<file path="src/rtl/suffix_stem_trimmer_macros.svh">
// assertion macros for the suffix stem trimmer
// uses clk and rst_n of the module that expands them
`ifndef SUFFIX_STEM_TRIMMER_MACROS_SVH
`define SUFFIX_STEM_TRIMMER_MACROS_SVH

`ifndef SYNTHESIS

// same-cycle implication
`define STC_ASSERT_NOW(lbl, ante, cons) \
    lbl: assert property (@(posedge clk) disable iff (!rst_n) (ante) |-> (cons)) \
        else $error("assertion failed in %m");

// next-cycle implication
`define STC_ASSERT_NEXT(lbl, ante, cons) \
    lbl: assert property (@(posedge clk) disable iff (!rst_n) (ante) |=> (cons)) \
        else $error("assertion failed in %m");

`else

`define STC_ASSERT_NOW(lbl, ante, cons)
`define STC_ASSERT_NEXT(lbl, ante, cons)

`endif

`endif

</file>
<file path="src/rtl/stc_pkg.sv">
// shared types, character codes and helpers for the suffix stem trimmer
// no dependencies
package stc_pkg;

    localparam int CELLS = 6;
    localparam int VIEW  = CELLS + 1;

    localparam logic [7:0] CH_UPPER_A = 8'h41;
    localparam logic [7:0] CH_UPPER_Z = 8'h5A;
    localparam logic [7:0] CASE_OFS   = 8'h20;
    localparam logic [7:0] CH_APOS    = 8'h27;
    localparam logic [7:0] CH_A       = 8'h61;
    localparam logic [7:0] CH_E       = 8'h65;
    localparam logic [7:0] CH_G       = 8'h67;
    localparam logic [7:0] CH_I       = 8'h69;
    localparam logic [7:0] CH_M       = 8'h6D;
    localparam logic [7:0] CH_N       = 8'h6E;
    localparam logic [7:0] CH_O       = 8'h6F;
    localparam logic [7:0] CH_S       = 8'h73;
    localparam logic [7:0] CH_T       = 8'h74;
    localparam logic [7:0] CH_U       = 8'h75;
    localparam logic [7:0] CH_V       = 8'h76;
    localparam logic [7:0] CH_Z       = 8'h7A;

    typedef logic [VIEW-1:0][7:0] window_t;

    typedef struct packed {
        logic       valid;
        logic [7:0] ch;
    } cell_t;

    typedef struct packed {
        logic shift;
        logic clear;
    } cell_ctl_t;

    // word length flags: gtN means the word has more than N characters
    typedef struct packed {
        logic gt2;
        logic gt3;
        logic gt4;
        logic gt5;
        logic gt6;
        logic gt7;
    } len_t;

    typedef struct packed {
        logic [7:0] char_lower;
        logic [2:0] trim_count;
        logic       append_e;
        logic       word_end;
    } res_t;

    function automatic logic [7:0] fold_case(input logic [7:0] c);
        if (c >= CH_UPPER_A && c <= CH_UPPER_Z)
        begin
            return c + CASE_OFS;
        end
        return c;
    endfunction

    function automatic logic vowel_hit(input logic [7:0] c);
        return (c == CH_A) || (c == CH_E) || (c == CH_I) || (c == CH_O) || (c == CH_U);
    endfunction

endpackage

</file>
<file path="src/rtl/stc_if.sv">
// valid/ready channel interfaces for characters in and results out
// depends on nothing but its own signals
interface stc_in_if;
    logic       valid;
    logic       ready;
    logic [7:0] char_in;
    logic       word_last;

    modport source (output valid, output char_in, output word_last, input ready);
    modport sink   (input valid, input char_in, input word_last, output ready);
endinterface

interface stc_out_if;
    logic       valid;
    logic       ready;
    logic [7:0] char_lower;
    logic [2:0] trim_count;
    logic       append_e;
    logic       word_end;

    modport source (output valid, output char_lower, output trim_count,
                    output append_e, output word_end, input ready);
    modport sink   (input valid, input char_lower, input trim_count,
                    input append_e, input word_end, output ready);
endinterface

</file>
<file path="src/rtl/stc_cell.sv">
// one window cell: holds a character and its valid bit, shifts to its neighbor
// depends on stc_pkg
module stc_cell (
    input  logic              clk,
    input  logic              rst_n,
    input  stc_pkg::cell_ctl_t ctl,
    input  stc_pkg::cell_t    d_in,
    output stc_pkg::cell_t    q
);

    stc_pkg::cell_t q_reg;
    stc_pkg::cell_t q_next;

    always_comb
    begin
        q_next = q_reg;
        if (ctl.shift)
        begin
            if (ctl.clear)
            begin
                q_next = '0;
            end
            else
            begin
                q_next = d_in;
            end
        end
    end

    always_ff @(posedge clk or negedge rst_n)
    begin
        if (!rst_n)
        begin
            q_reg <= '0;
        end
        else
        begin
            q_reg <= q_next;
        end
    end

    assign q = q_reg;

endmodule

</file>
<file path="src/rtl/stc_rules.sv">
// suffix rules: possessive, tion/sion, ment, ing, plural on the tail window
// depends on stc_pkg
module stc_rules (
    input  stc_pkg::window_t view,
    input  stc_pkg::len_t    len,
    output logic [2:0]       trim_count,
    output logic             append_e
);

    always_comb
    begin
        logic       poss;
        logic       g3;
        logic       g4;
        logic       g5;
        logic [2:0] base;
        logic [7:0] t1;
        logic [7:0] t2;
        logic [7:0] t3;
        logic [7:0] t4;
        logic [7:0] t5;

        poss = len.gt2 && (view[0] == stc_pkg::CH_S) && (view[1] == stc_pkg::CH_APOS);

        // tail characters and length flags once the possessive is gone
        if (poss)
        begin
            t1   = view[2];
            t2   = view[3];
            t3   = view[4];
            t4   = view[5];
            t5   = view[6];
            g3   = len.gt5;
            g4   = len.gt6;
            g5   = len.gt7;
            base = 3'd2;
        end
        else
        begin
            t1   = view[0];
            t2   = view[1];
            t3   = view[2];
            t4   = view[3];
            t5   = view[4];
            g3   = len.gt3;
            g4   = len.gt4;
            g5   = len.gt5;
            base = 3'd0;
        end

        trim_count = base;
        append_e   = 1'b0;
        if (g3)
        begin
            if (g5 && t3 == stc_pkg::CH_I && t2 == stc_pkg::CH_O && t1 == stc_pkg::CH_N &&
                (t4 == stc_pkg::CH_T || t4 == stc_pkg::CH_S))
            begin
                trim_count = base + 3'd3;
                append_e   = 1'b1;
            end
            else if (g4 && t4 == stc_pkg::CH_M && t3 == stc_pkg::CH_E &&
                     t2 == stc_pkg::CH_N && t1 == stc_pkg::CH_T)
            begin
                trim_count = base + 3'd4;
            end
            else if (g4 && t3 == stc_pkg::CH_I && t2 == stc_pkg::CH_N && t1 == stc_pkg::CH_G)
            begin
                if (g5 && t4 == t5)
                begin
                    trim_count = base + 3'd4;
                end
                else if ((!stc_pkg::vowel_hit(t4) && stc_pkg::vowel_hit(t5)) ||
                         t4 == stc_pkg::CH_V || t4 == stc_pkg::CH_Z)
                begin
                    trim_count = base + 3'd3;
                    append_e   = 1'b1;
                end
                else
                begin
                    trim_count = base + 3'd3;
                end
            end
            else if (t1 == stc_pkg::CH_S && t2 != stc_pkg::CH_S)
            begin
                trim_count = base + 3'd1;
            end
        end
    end

endmodule

</file>
<file path="src/rtl/stc_skid.sv">
// two-entry result buffer: output register plus skid register
// depends on stc_pkg
module stc_skid (
    input  logic          clk,
    input  logic          rst_n,
    input  logic          in_valid,
    output logic          in_ready,
    input  stc_pkg::res_t in_data,
    output logic          out_valid,
    input  logic          out_ready,
    output stc_pkg::res_t out_data
);

    logic          main_valid_reg;
    logic          main_valid_next;
    logic          skid_valid_reg;
    logic          skid_valid_next;
    stc_pkg::res_t main_reg;
    stc_pkg::res_t main_next;
    stc_pkg::res_t skid_reg;
    stc_pkg::res_t skid_next;
    logic          push;
    logic          pop;

    assign in_ready = !skid_valid_reg;
    assign push     = in_valid && in_ready;
    assign pop      = main_valid_reg && out_ready;

    always_comb
    begin
        main_valid_next = main_valid_reg;
        skid_valid_next = skid_valid_reg;
        main_next       = main_reg;
        skid_next       = skid_reg;
        if (pop || !main_valid_reg)
        begin
            if (skid_valid_reg)
            begin
                main_next       = skid_reg;
                main_valid_next = 1'b1;
                skid_valid_next = 1'b0;
            end
            else
            begin
                main_next       = in_data;
                main_valid_next = push;
            end
        end
        else if (push)
        begin
            // output stalled: park the beat
            skid_next       = in_data;
            skid_valid_next = 1'b1;
        end
    end

    always_ff @(posedge clk or negedge rst_n)
    begin
        if (!rst_n)
        begin
            main_valid_reg <= 1'b0;
            skid_valid_reg <= 1'b0;
        end
        else
        begin
            main_valid_reg <= main_valid_next;
            skid_valid_reg <= skid_valid_next;
        end
    end

    always_ff @(posedge clk)
    begin
        main_reg <= main_next;
        skid_reg <= skid_next;
    end

    assign out_valid = main_valid_reg;
    assign out_data  = main_reg;

endmodule

</file>
<file path="src/rtl/suffix_stem_trimmer.sv">
// suffix stem trimmer top: a row of six window cells, the suffix rules and a result buffer
// the result beat of an accepted character is registered in the result buffer
// throughput: one character per cycle while the result buffer has room; the cell row shifts once per accepted beat
// reset clears the window cells, the long-word flag and the result buffer
// depends on stc_pkg, stc_if, stc_cell, stc_rules, stc_skid and the macros header
`include "suffix_stem_trimmer_macros.svh"

module suffix_stem_trimmer (
    input logic       clk,
    input logic       rst_n,
    stc_in_if.sink    chars,
    stc_out_if.source results
);

    logic               acc;
    logic               buf_ready;
    logic               long_reg;
    logic               long_next;
    stc_pkg::cell_ctl_t ctl;
    stc_pkg::cell_t     d_in [stc_pkg::CELLS];
    stc_pkg::cell_t     q    [stc_pkg::CELLS];
    stc_pkg::window_t   view;
    stc_pkg::len_t      len;
    logic [2:0]         rule_trim;
    logic               rule_app;
    stc_pkg::res_t      res_in;
    stc_pkg::res_t      res_out;

    assign chars.ready = buf_ready;
    assign acc         = chars.valid && buf_ready;

    assign ctl.shift = acc;
    assign ctl.clear = chars.word_last;

    // newest character sits in front of the stored cells
    assign view[0] = stc_pkg::fold_case(chars.char_in);

    genvar i;
    generate
        for (i = 0; i < stc_pkg::CELLS; i++)
        begin : g_cell
            if (i == 0)
            begin : g_head
                assign d_in[i] = '{valid: 1'b1, ch: view[0]};
            end
            else
            begin : g_body
                assign d_in[i] = q[i-1];
            end

            stc_cell u_cell (
                .clk   (clk),
                .rst_n (rst_n),
                .ctl   (ctl),
                .d_in  (d_in[i]),
                .q     (q[i])
            );

            assign view[i+1] = q[i].ch;
        end
    endgenerate

    // seven or more characters already seen in this word
    always_comb
    begin
        long_next = long_reg;
        if (acc)
        begin
            if (chars.word_last)
            begin
                long_next = 1'b0;
            end
            else
            begin
                long_next = long_reg | q[stc_pkg::CELLS-1].valid;
            end
        end
    end

    always_ff @(posedge clk or negedge rst_n)
    begin
        if (!rst_n)
        begin
            long_reg <= 1'b0;
        end
        else
        begin
            long_reg <= long_next;
        end
    end

    assign len.gt2 = q[1].valid;
    assign len.gt3 = q[2].valid;
    assign len.gt4 = q[3].valid;
    assign len.gt5 = q[4].valid;
    assign len.gt6 = q[5].valid;
    assign len.gt7 = long_reg;

    stc_rules u_rules (
        .view       (view),
        .len        (len),
        .trim_count (rule_trim),
        .append_e   (rule_app)
    );

    assign res_in.char_lower = view[0];
    assign res_in.trim_count = chars.word_last ? rule_trim : 3'd0;
    assign res_in.append_e   = chars.word_last & rule_app;
    assign res_in.word_end   = chars.word_last;

    stc_skid u_skid (
        .clk       (clk),
        .rst_n     (rst_n),
        .in_valid  (chars.valid),
        .in_ready  (buf_ready),
        .in_data   (res_in),
        .out_valid (results.valid),
        .out_ready (results.ready),
        .out_data  (res_out)
    );

    assign results.char_lower = res_out.char_lower;
    assign results.trim_count = res_out.trim_count;
    assign results.append_e   = res_out.append_e;
    assign results.word_end   = res_out.word_end;

    `STC_ASSERT_NEXT(a_clear_on_end, acc && chars.word_last, !q[0].valid && !long_reg)
    `STC_ASSERT_NEXT(a_long_set, acc && !chars.word_last && q[stc_pkg::CELLS-1].valid, long_reg)
    `STC_ASSERT_NOW(a_full_has_out, !chars.ready, results.valid)
    `STC_ASSERT_NOW(a_mid_word_quiet, results.valid && !results.word_end, results.trim_count == 3'd0 && !results.append_e)

endmodule
</file>
<file path="src/flat_wrapper.sv">
// flat-port wrapper written by rule: the top's interface ports become plain ports
module suffix_stem_trimmer_flat 
  (clk, rst_n, chars_valid, chars_char_in, chars_word_last, chars_ready, results_valid, results_char_lower, results_trim_count, results_append_e, results_word_end, results_ready);
  stc_in_if chars_i ();
  stc_out_if results_i ();
  input logic clk;
  input logic rst_n;
  input wire logic [$bits(chars_i.valid)-1:0] chars_valid;
  input wire logic [$bits(chars_i.char_in)-1:0] chars_char_in;
  input wire logic [$bits(chars_i.word_last)-1:0] chars_word_last;
  output wire logic [$bits(chars_i.ready)-1:0] chars_ready;
  output wire logic [$bits(results_i.valid)-1:0] results_valid;
  output wire logic [$bits(results_i.char_lower)-1:0] results_char_lower;
  output wire logic [$bits(results_i.trim_count)-1:0] results_trim_count;
  output wire logic [$bits(results_i.append_e)-1:0] results_append_e;
  output wire logic [$bits(results_i.word_end)-1:0] results_word_end;
  input wire logic [$bits(results_i.ready)-1:0] results_ready;
  assign chars_i.valid = chars_valid;
  assign chars_i.char_in = chars_char_in;
  assign chars_i.word_last = chars_word_last;
  assign chars_ready = chars_i.ready;
  assign results_valid = results_i.valid;
  assign results_char_lower = results_i.char_lower;
  assign results_trim_count = results_i.trim_count;
  assign results_append_e = results_i.append_e;
  assign results_word_end = results_i.word_end;
  assign results_i.ready = results_ready;
  suffix_stem_trimmer u_core (.clk(clk), .rst_n(rst_n), .chars(chars_i), .results(results_i));
endmodule
</file>
<file path="config.mk">
export PLATFORM = sky130hd
export DESIGN_NAME = suffix_stem_trimmer_flat
export DESIGN_NICKNAME = d
export VERILOG_FILES = /design/src/rtl/stc_pkg.sv /design/src/rtl/stc_if.sv /design/src/rtl/stc_cell.sv /design/src/rtl/stc_rules.sv /design/src/rtl/stc_skid.sv /design/src/rtl/suffix_stem_trimmer.sv /design/src/flat_wrapper.sv
export VERILOG_INCLUDE_DIRS = /design/src /design/src/rtl
export SDC_FILE = /design/constraint.sdc
export NUM_CORES = 1
export LEC_CHECK = 0
export ABC_AREA = 1
export BUFFER_PORTS_ARGS = -buffer_cell sky130_fd_sc_hd__buf_2
export CELL_PAD_IN_SITES_DETAIL_PLACEMENT = 0
export CELL_PAD_IN_SITES_GLOBAL_PLACEMENT = 1
export CORE_ASPECT_RATIO = 1.75
export CORE_MARGIN = 2
export CORE_UTILIZATION = 30
export CTS_CLUSTER_DIAMETER = 30
export DETAILED_ROUTE_END_ITERATION = 6
export PLACE_DENSITY_LB_ADDON = 0.1
export SLEW_MARGIN = 20
export SYNTH_ARGS = -nofsm -noshare
export SYNTH_HDL_FRONTEND = slang
export SYNTH_SLANG_ARGS = --single-unit
</file>
<file path="constraint.sdc">
create_clock -name clk -period 8.23 [get_ports clk]
set_input_delay 1.2345 -clock clk [delete_from_list [all_inputs] [get_ports clk]]
set_output_delay 1.2345 -clock clk [all_outputs]
set_load 0.005 [all_outputs]
</file>
**Yosys cells after proc, flatten, opt, wreduce, memory -nomap -nowiden**

Cells that the tools add are included.

- Flip-flop bits (word level): 83
- Output and inout port bits: 15

- $add $sub $neg: 4
- Order comparisons: 2
- Eq/ne operators: 27
- Multiplexer cells: 36
- Bitwise gates (word level): 3
- Reduce and logical (&&, ||, !) cells: 36

Operators by type and width:

| operator | number |
|---|---|
| == test 8 x 7 -> 1 bit (second input constant) | 24 |
| 2-to-1 mux 8 bit | 7 |
| 2-to-1 mux 9 bit | 6 |
| 2-to-1 mux 3 bit | 7 |
| logical AND 1 bit | 19 |
| 2-to-1 mux 1 bit | 14 |
| 2-to-1 mux 13 bit | 1 |
| logical OR 1 bit | 12 |
| adder 8 x 6 -> 8 bit (second input constant) | 1 |
| == test 8 x 6 -> 1 bit (second input constant) | 1 |
| == test 8 bit | 1 |
| >= comparator 8 x 7 -> 1 bit (second input constant) | 1 |
| <= comparator 8 x 7 -> 1 bit (second input constant) | 1 |
| != test 8 x 7 -> 1 bit (second input constant) | 1 |
| adder 3 x 1 -> 3 bit (second input constant) | 1 |
| adder 3 x 2 -> 3 bit (second input constant) | 1 |
| adder 3 bit (second input constant) | 1 |
| logical NOT 1 bit | 3 |
| 2-to-1 mux 2 bit | 1 |
| AND reduction 2 bit | 1 |
| nonzero test 2 bit | 1 |
| bitwise AND 1 bit | 1 |
| inverter 1 bit | 1 |
| OR 1 bit | 1 |

**Logic depth before layout (Yosys ltp)**

- Depth in word-level cells: 25
- Mapped depth: 23
- Gate-level depth less buffers: 22

**By module**

A second synthesis with hierarchy kept.

- Cells, all modules: 720
- Area total of the unflattened synthesis: 5112.4 sq um

Modules (own cells, without submodules):

| module | times used | cells an instance | area an instance (sq um) | seq. area each (sq um) |
|---|---|---|---|---|
| stc_cell | 6 | 39 | 356.6 | 225.2 |
| stc_rules | 1 | 371 | 1735.4 | 0.0 |
| stc_skid | 1 | 77 | 1026.0 | 830.8 |
| suffix_stem_trimmer | 1 | 38 | 211.5 | 25.0 |

**Worst setup path after synthesis**

OpenSTA, ideal clock, no wires.

- Path kind: input port to flip-flop
- From: in chars_char_in[7]
- To: reg u_core.u_skid.main_reg (netlist bit u_core.u_skid.out_data[3]), data pin
- Library setup time: 0.257 ns
- Arrival: 3.245 ns
- Slack: 4.728 ns
- Stages: 20
- Cells stage by stage: inv_2 -> nand2_1 -> nor2_2 -> nand3_2 -> nand2_4 -> nand2_4 -> nor2_8 -> buf_2 -> nand3_1 -> nand2_1 -> xnor2_1 -> nand3_1 -> nor2_1 -> inv_1 -> ha_1 -> nand3_1 -> nand3_1 -> nand2_1 -> nand2_1 -> a21oi_2

RTL lines:

| item | RTL line | text |
|---|---|---|
| from (decl) | flat_wrapper.sv:9 | `input wire logic [$bits(chars_i.char_in)-1:0] chars_char_in;` |
| to (signal assigned) | stc_skid.sv:73 | `main_reg <= main_next;` |
| to (decl) | stc_skid.sv:18 | `stc_pkg::res_t main_reg;` |

**Worst setup path in the final report**

- From: in chars_char_in[3]
- To: reg u_core.u_skid.main_reg (netlist bit u_core.u_skid.out_data[3]), data pin

- Word-level cells in the longest chain between the ends: 18
- Elaborated cells on any way between the ends: 57

RTL lines:

| item | RTL line | text |
|---|---|---|
| >= comparator 8 x 7 -> 1 bit or <= comparator 8 x 7 -> 1 bit (tied branches) | stc_pkg.sv:55 | `if (c >= CH_UPPER_A && c <= CH_UPPER_Z)` |
| logical AND 1 bit | stc_pkg.sv:55 |  |
| 2-to-1 mux 1 bit | stc_pkg.sv:55 |  |
| 2-to-1 mux 8 bit (*) | stc_pkg.sv:59 | `return c;` |
| branches (longest 11 deep; another with adder 3 x 1 -> 3 bit) | -- |  |
| 2-to-1 mux 3 bit (*) | stc_rules.sv:53 | `if (g3)` |
| 2-to-1 mux 3 bit (*) | suffix_stem_trimmer.sv:107 | `assign res_in.trim_count = chars.word_last ? rule_trim : 3'd0;` |
| 2-to-1 mux 13 bit (*) | stc_skid.sv:37 | `if (skid_valid_reg)` |

Mark *: on every way between the ends. The select of a mux whose other input is x is not followed.
A chain may end at the register's enable or synchronous reset.

==> metrics.md <==
| Metric | Value |
|---|---|
| Outcome | `complete, no violations` |
| TNS Setup | `0 ns` |
| FF-to-FF setup slack | `4.68 ns` |
| Crit path DAT | `4.38 ns` |
| Vias in the first global route | `4105` |
| Max reg flops | `54` |
| Most common cell in the netlist | `nand2_1` |
| Initial cell density of the core | `30.4%` |
| Sink Count | `83` |
| Post-CTS sizing | `0` |
| Core area | `0.0152 mm²` |
| CP Capture Type | `flop` |
| Fin. max-slew vios | `0` |
| H-tree depth | `3` |
| Final setup fails | `0` |
| Hold Path Sink | `u_core.g_cell[5].u_cell.q[6]` |
| Fin nets | `610` |
| Flops & latches, synth | `83` |
| Final hold violations | `0` |
| Synth Flop Type | `dfrtp_1` |
| Slew HR | `47.9%` |
| Die Height | `168 µm` |
| Placed cells | `770` |
| Die footprint | `0.0165 mm²` |
| Yosys warning count | `0` |
| Hold_buf cts | `0` |
| Row Count | `60` |
| Max-Cap Viols | `0` |
| Largest net degree at the start of global routing | `58` |
| Period utilization | `52.1%` |
| Global-route wire length before repair | `22.8 mm` |
| Fin cells | `786` |
| Pwr Density | `197 mW/mm²` |
| GR Overflow Total | `0` |
| WL/cell | `18.3 µm` |
| Total GRT Usage | `18.0%` |
| Reg-to-reg endpoint | `u_core.u_skid.out_data[3]` |
| Detailed Route WL | `14.4 mm` |
| Min Hold Slack | `0.498 ns` |
| # fillers | `1656` |
| Critical path type | `input pin to flop` |
| Pre-CTS worst setup slack | `3.51 ns` |
| Clock slew at reported path FFs | `0.07 ns` |
| Cell depth of the worst hold path | `2` |
| P&R area growth vs syn | `12.4%` |
| Sequential element share of the synthesized area | `47.7%` |
| LEAKAGE | `2.37 nW` |
| Maximum VDD drop | `0.0874 mV` |
| Die W | `97.9 µm` |
| DRC viols | `0` |
| Post-route setup slack | `3.95 ns` |
| Worst-Margin Slew | `0.781 ns` |
| Post-Syn Area per Cell | `8.05 µm²` |
| Initial DRC count | `158` |
| DRT Pass-1 Iters | `4` |
| Ant diodes | `0` |
| Top-level I/O count | `28` |
| Final estimated routing congestion in global placement | `0.881` |
| Post-synth EDFFs | `26` |
| Post-DRT Antenna Nets | `0` |
| Fmax | `233 MHz` |
| R2R depth | `17` |
| Initial antenna violation count | `0` |
| Final Skew | `0.00929 ns` |
| Clock Latency Late Sink | `0.35 ns` |
| FF-to-FF Start | `u_core.g_cell[0].u_cell.q[7]` |
| Buffers on Ports | `27` |
| Post-layout util | `34.1%` |
| Mapped Cells | `575` |
| Vias per std cell | `5.02` |
| Clock buffer count from CTS | `9` |
| Share of post-route cells with drive strength above 1 | `14.7%` |
| Area of the mapped netlist | `0.00463 mm²` |
| Worst hold start | `u_core.g_cell[5].u_cell.q[6]` |
| CTS tree | `built` |
| Share of synthesized registers carrying an async set or reset | `68.7%` |
| CP required | `8.33 ns` |
| Final min period | `4.28 ns` |
| RSZ-0062 raised after global routing | `no` |
| Hold Path Class | `flop to flop` |
| Top cells by area, synth | `dfrtp_1, edfxtp_1, nand2_1` |
| Worst setup SP type | `input pin` |
| Commonest cells post-synth | `nand2_1, inv_1, dfrtp_1, o22ai_1` |
| Post-Syn Nets | `590` |
| Dpl hpwl | `10.5 mm` |
| Dominant cell type by area after synthesis | `dfrtp_1` |
| CP max FO | `31` |
| Synth top area share | `30.8%` |
| CTS Buffer Depth | `2` |
| Clk root buf | `clkbuf_16` |
| Via count | `3949` |
| Post-CTS Setup Inserts | `0` |
| Yosys cell types | `36` |
-- where the power goes --
group / internal (W) / switching, W / total [W]
registers: 0.000456 / 0.0000161 / 0.000472
clock network: 0.000214 / 0.000194 / 0.000408
logic: 0.0000403 / 0.000102 / 0.000142
total: 0.000710 / 0.000312 / 0.00102
-- worst max-delay path, stage by stage --
cell	delay (ns)
buf_2	0.14
nor2_2	0.17
nand3_2	0.14
nand4_1	0.11
nand2_2	0.12
nor2_8	0.43
nand2_4	0.35
o21ai_1	0.29
xor2_1	0.33
nand3_1	0.15
nor2_1	0.18
inv_1	0.08
ha_1	0.28
nand3_1	0.08
nand3_1	0.09
nand2_1	0.05
nand2_1	0.08
a21oi_2	0.06
-- layout make-up --
class | count | area (µm²) | share of cell area [%]
multi-input combinational | 381 | 1970 | 37.9
tap | 186 | 233 | 4.48
clock inverter | 7 | 70.1 | 1.35
timing repair buffer | 30 | 158 | 3.03
inverter | 90 | 338 | 6.50
sequential | 83 | 2210 | 42.5
clock buffer | 9 | 225 | 4.33
-- per-stage QoR --
| step | instance area, µm² | total power, W |
|---|---|---|
| finish | 5200 | 0.00102 |
| global route | 5200 | 0.00107 |
| CTS | 5190 | 0.00104 |
| detailed placement | 4900 | 0.000624 |
| global placement | 4900 | 0.000625 |
| floorplan | 4630 | 0.000567 |
-- layer usage --
layer / vias up / global-route usage, % / share of wire, %
met4: 0 / 9.12 / 4.3
met1: 1891 / 18.9 / 37
met2: 86 / 34.4 / 55
li1: 1946 / - / -
met5: - / 0 / 0
met3: 26 / 2.49 / 3.0
-- placed cells by master (no fill, tap or decap), types with 5 or more instances in the layout --
cell type | netlist | layout
dfrtp_1 | 57 | 57
nor3_1 | 8 | 8
clkbuf_16 | 0 | 9
nand2_4 | 5 | 6
nor2_2 | 6 | 6
inv_2 | 5 | 5
o21ai_1 | 9 | 9
inv_1 | 83 | 83
nand4_1 | 13 | 13
nand2_2 | 6 | 6
o22ai_1 | 52 | 52
edfxtp_1 | 26 | 26
nand2_1 | 144 | 143
nand3_1 | 43 | 43
o21ai_0 | 18 | 18
buf_2 | 4 | 27
nand3_2 | 8 | 8
nor2_1 | 43 | 43
-- worst max path at each step --
| stage | startpoint | endpoint | slack [ns] |
|---|---|---|---|
| finish | chars_char_in[3] | u_core.u_skid.out_data[3] | 3.95 |
| CTS | chars_char_in[3] | u_core.u_skid.out_data[3] | 3.88 |
| detailed placement | chars_char_in[3] | u_core.u_skid.out_data[3] | 3.51 |
| floorplan | chars_char_in[7] | u_core.u_skid.out_data[3] | 4.73 |
| global route | chars_char_in[3] | u_core.u_skid.out_data[3] | 3.64 |
| global placement | chars_char_in[3] | u_core.u_skid.out_data[3] | 3.52 |
-- kinds of logic (layout without fill, tap and decap cells) --
group,after synthesis,in the layout,synth area share (%)
adders and majority gates,2,2,0.541
xor gates and xnor gates,2,2,0.379
buffers and inverters,111,136,9.92
DFF,83,83,47.7
and+or+nand+nor,288,288,29.9
AOI/OAI and AO/OA,89,89,11.5
(Power assumes the default switching activity.)
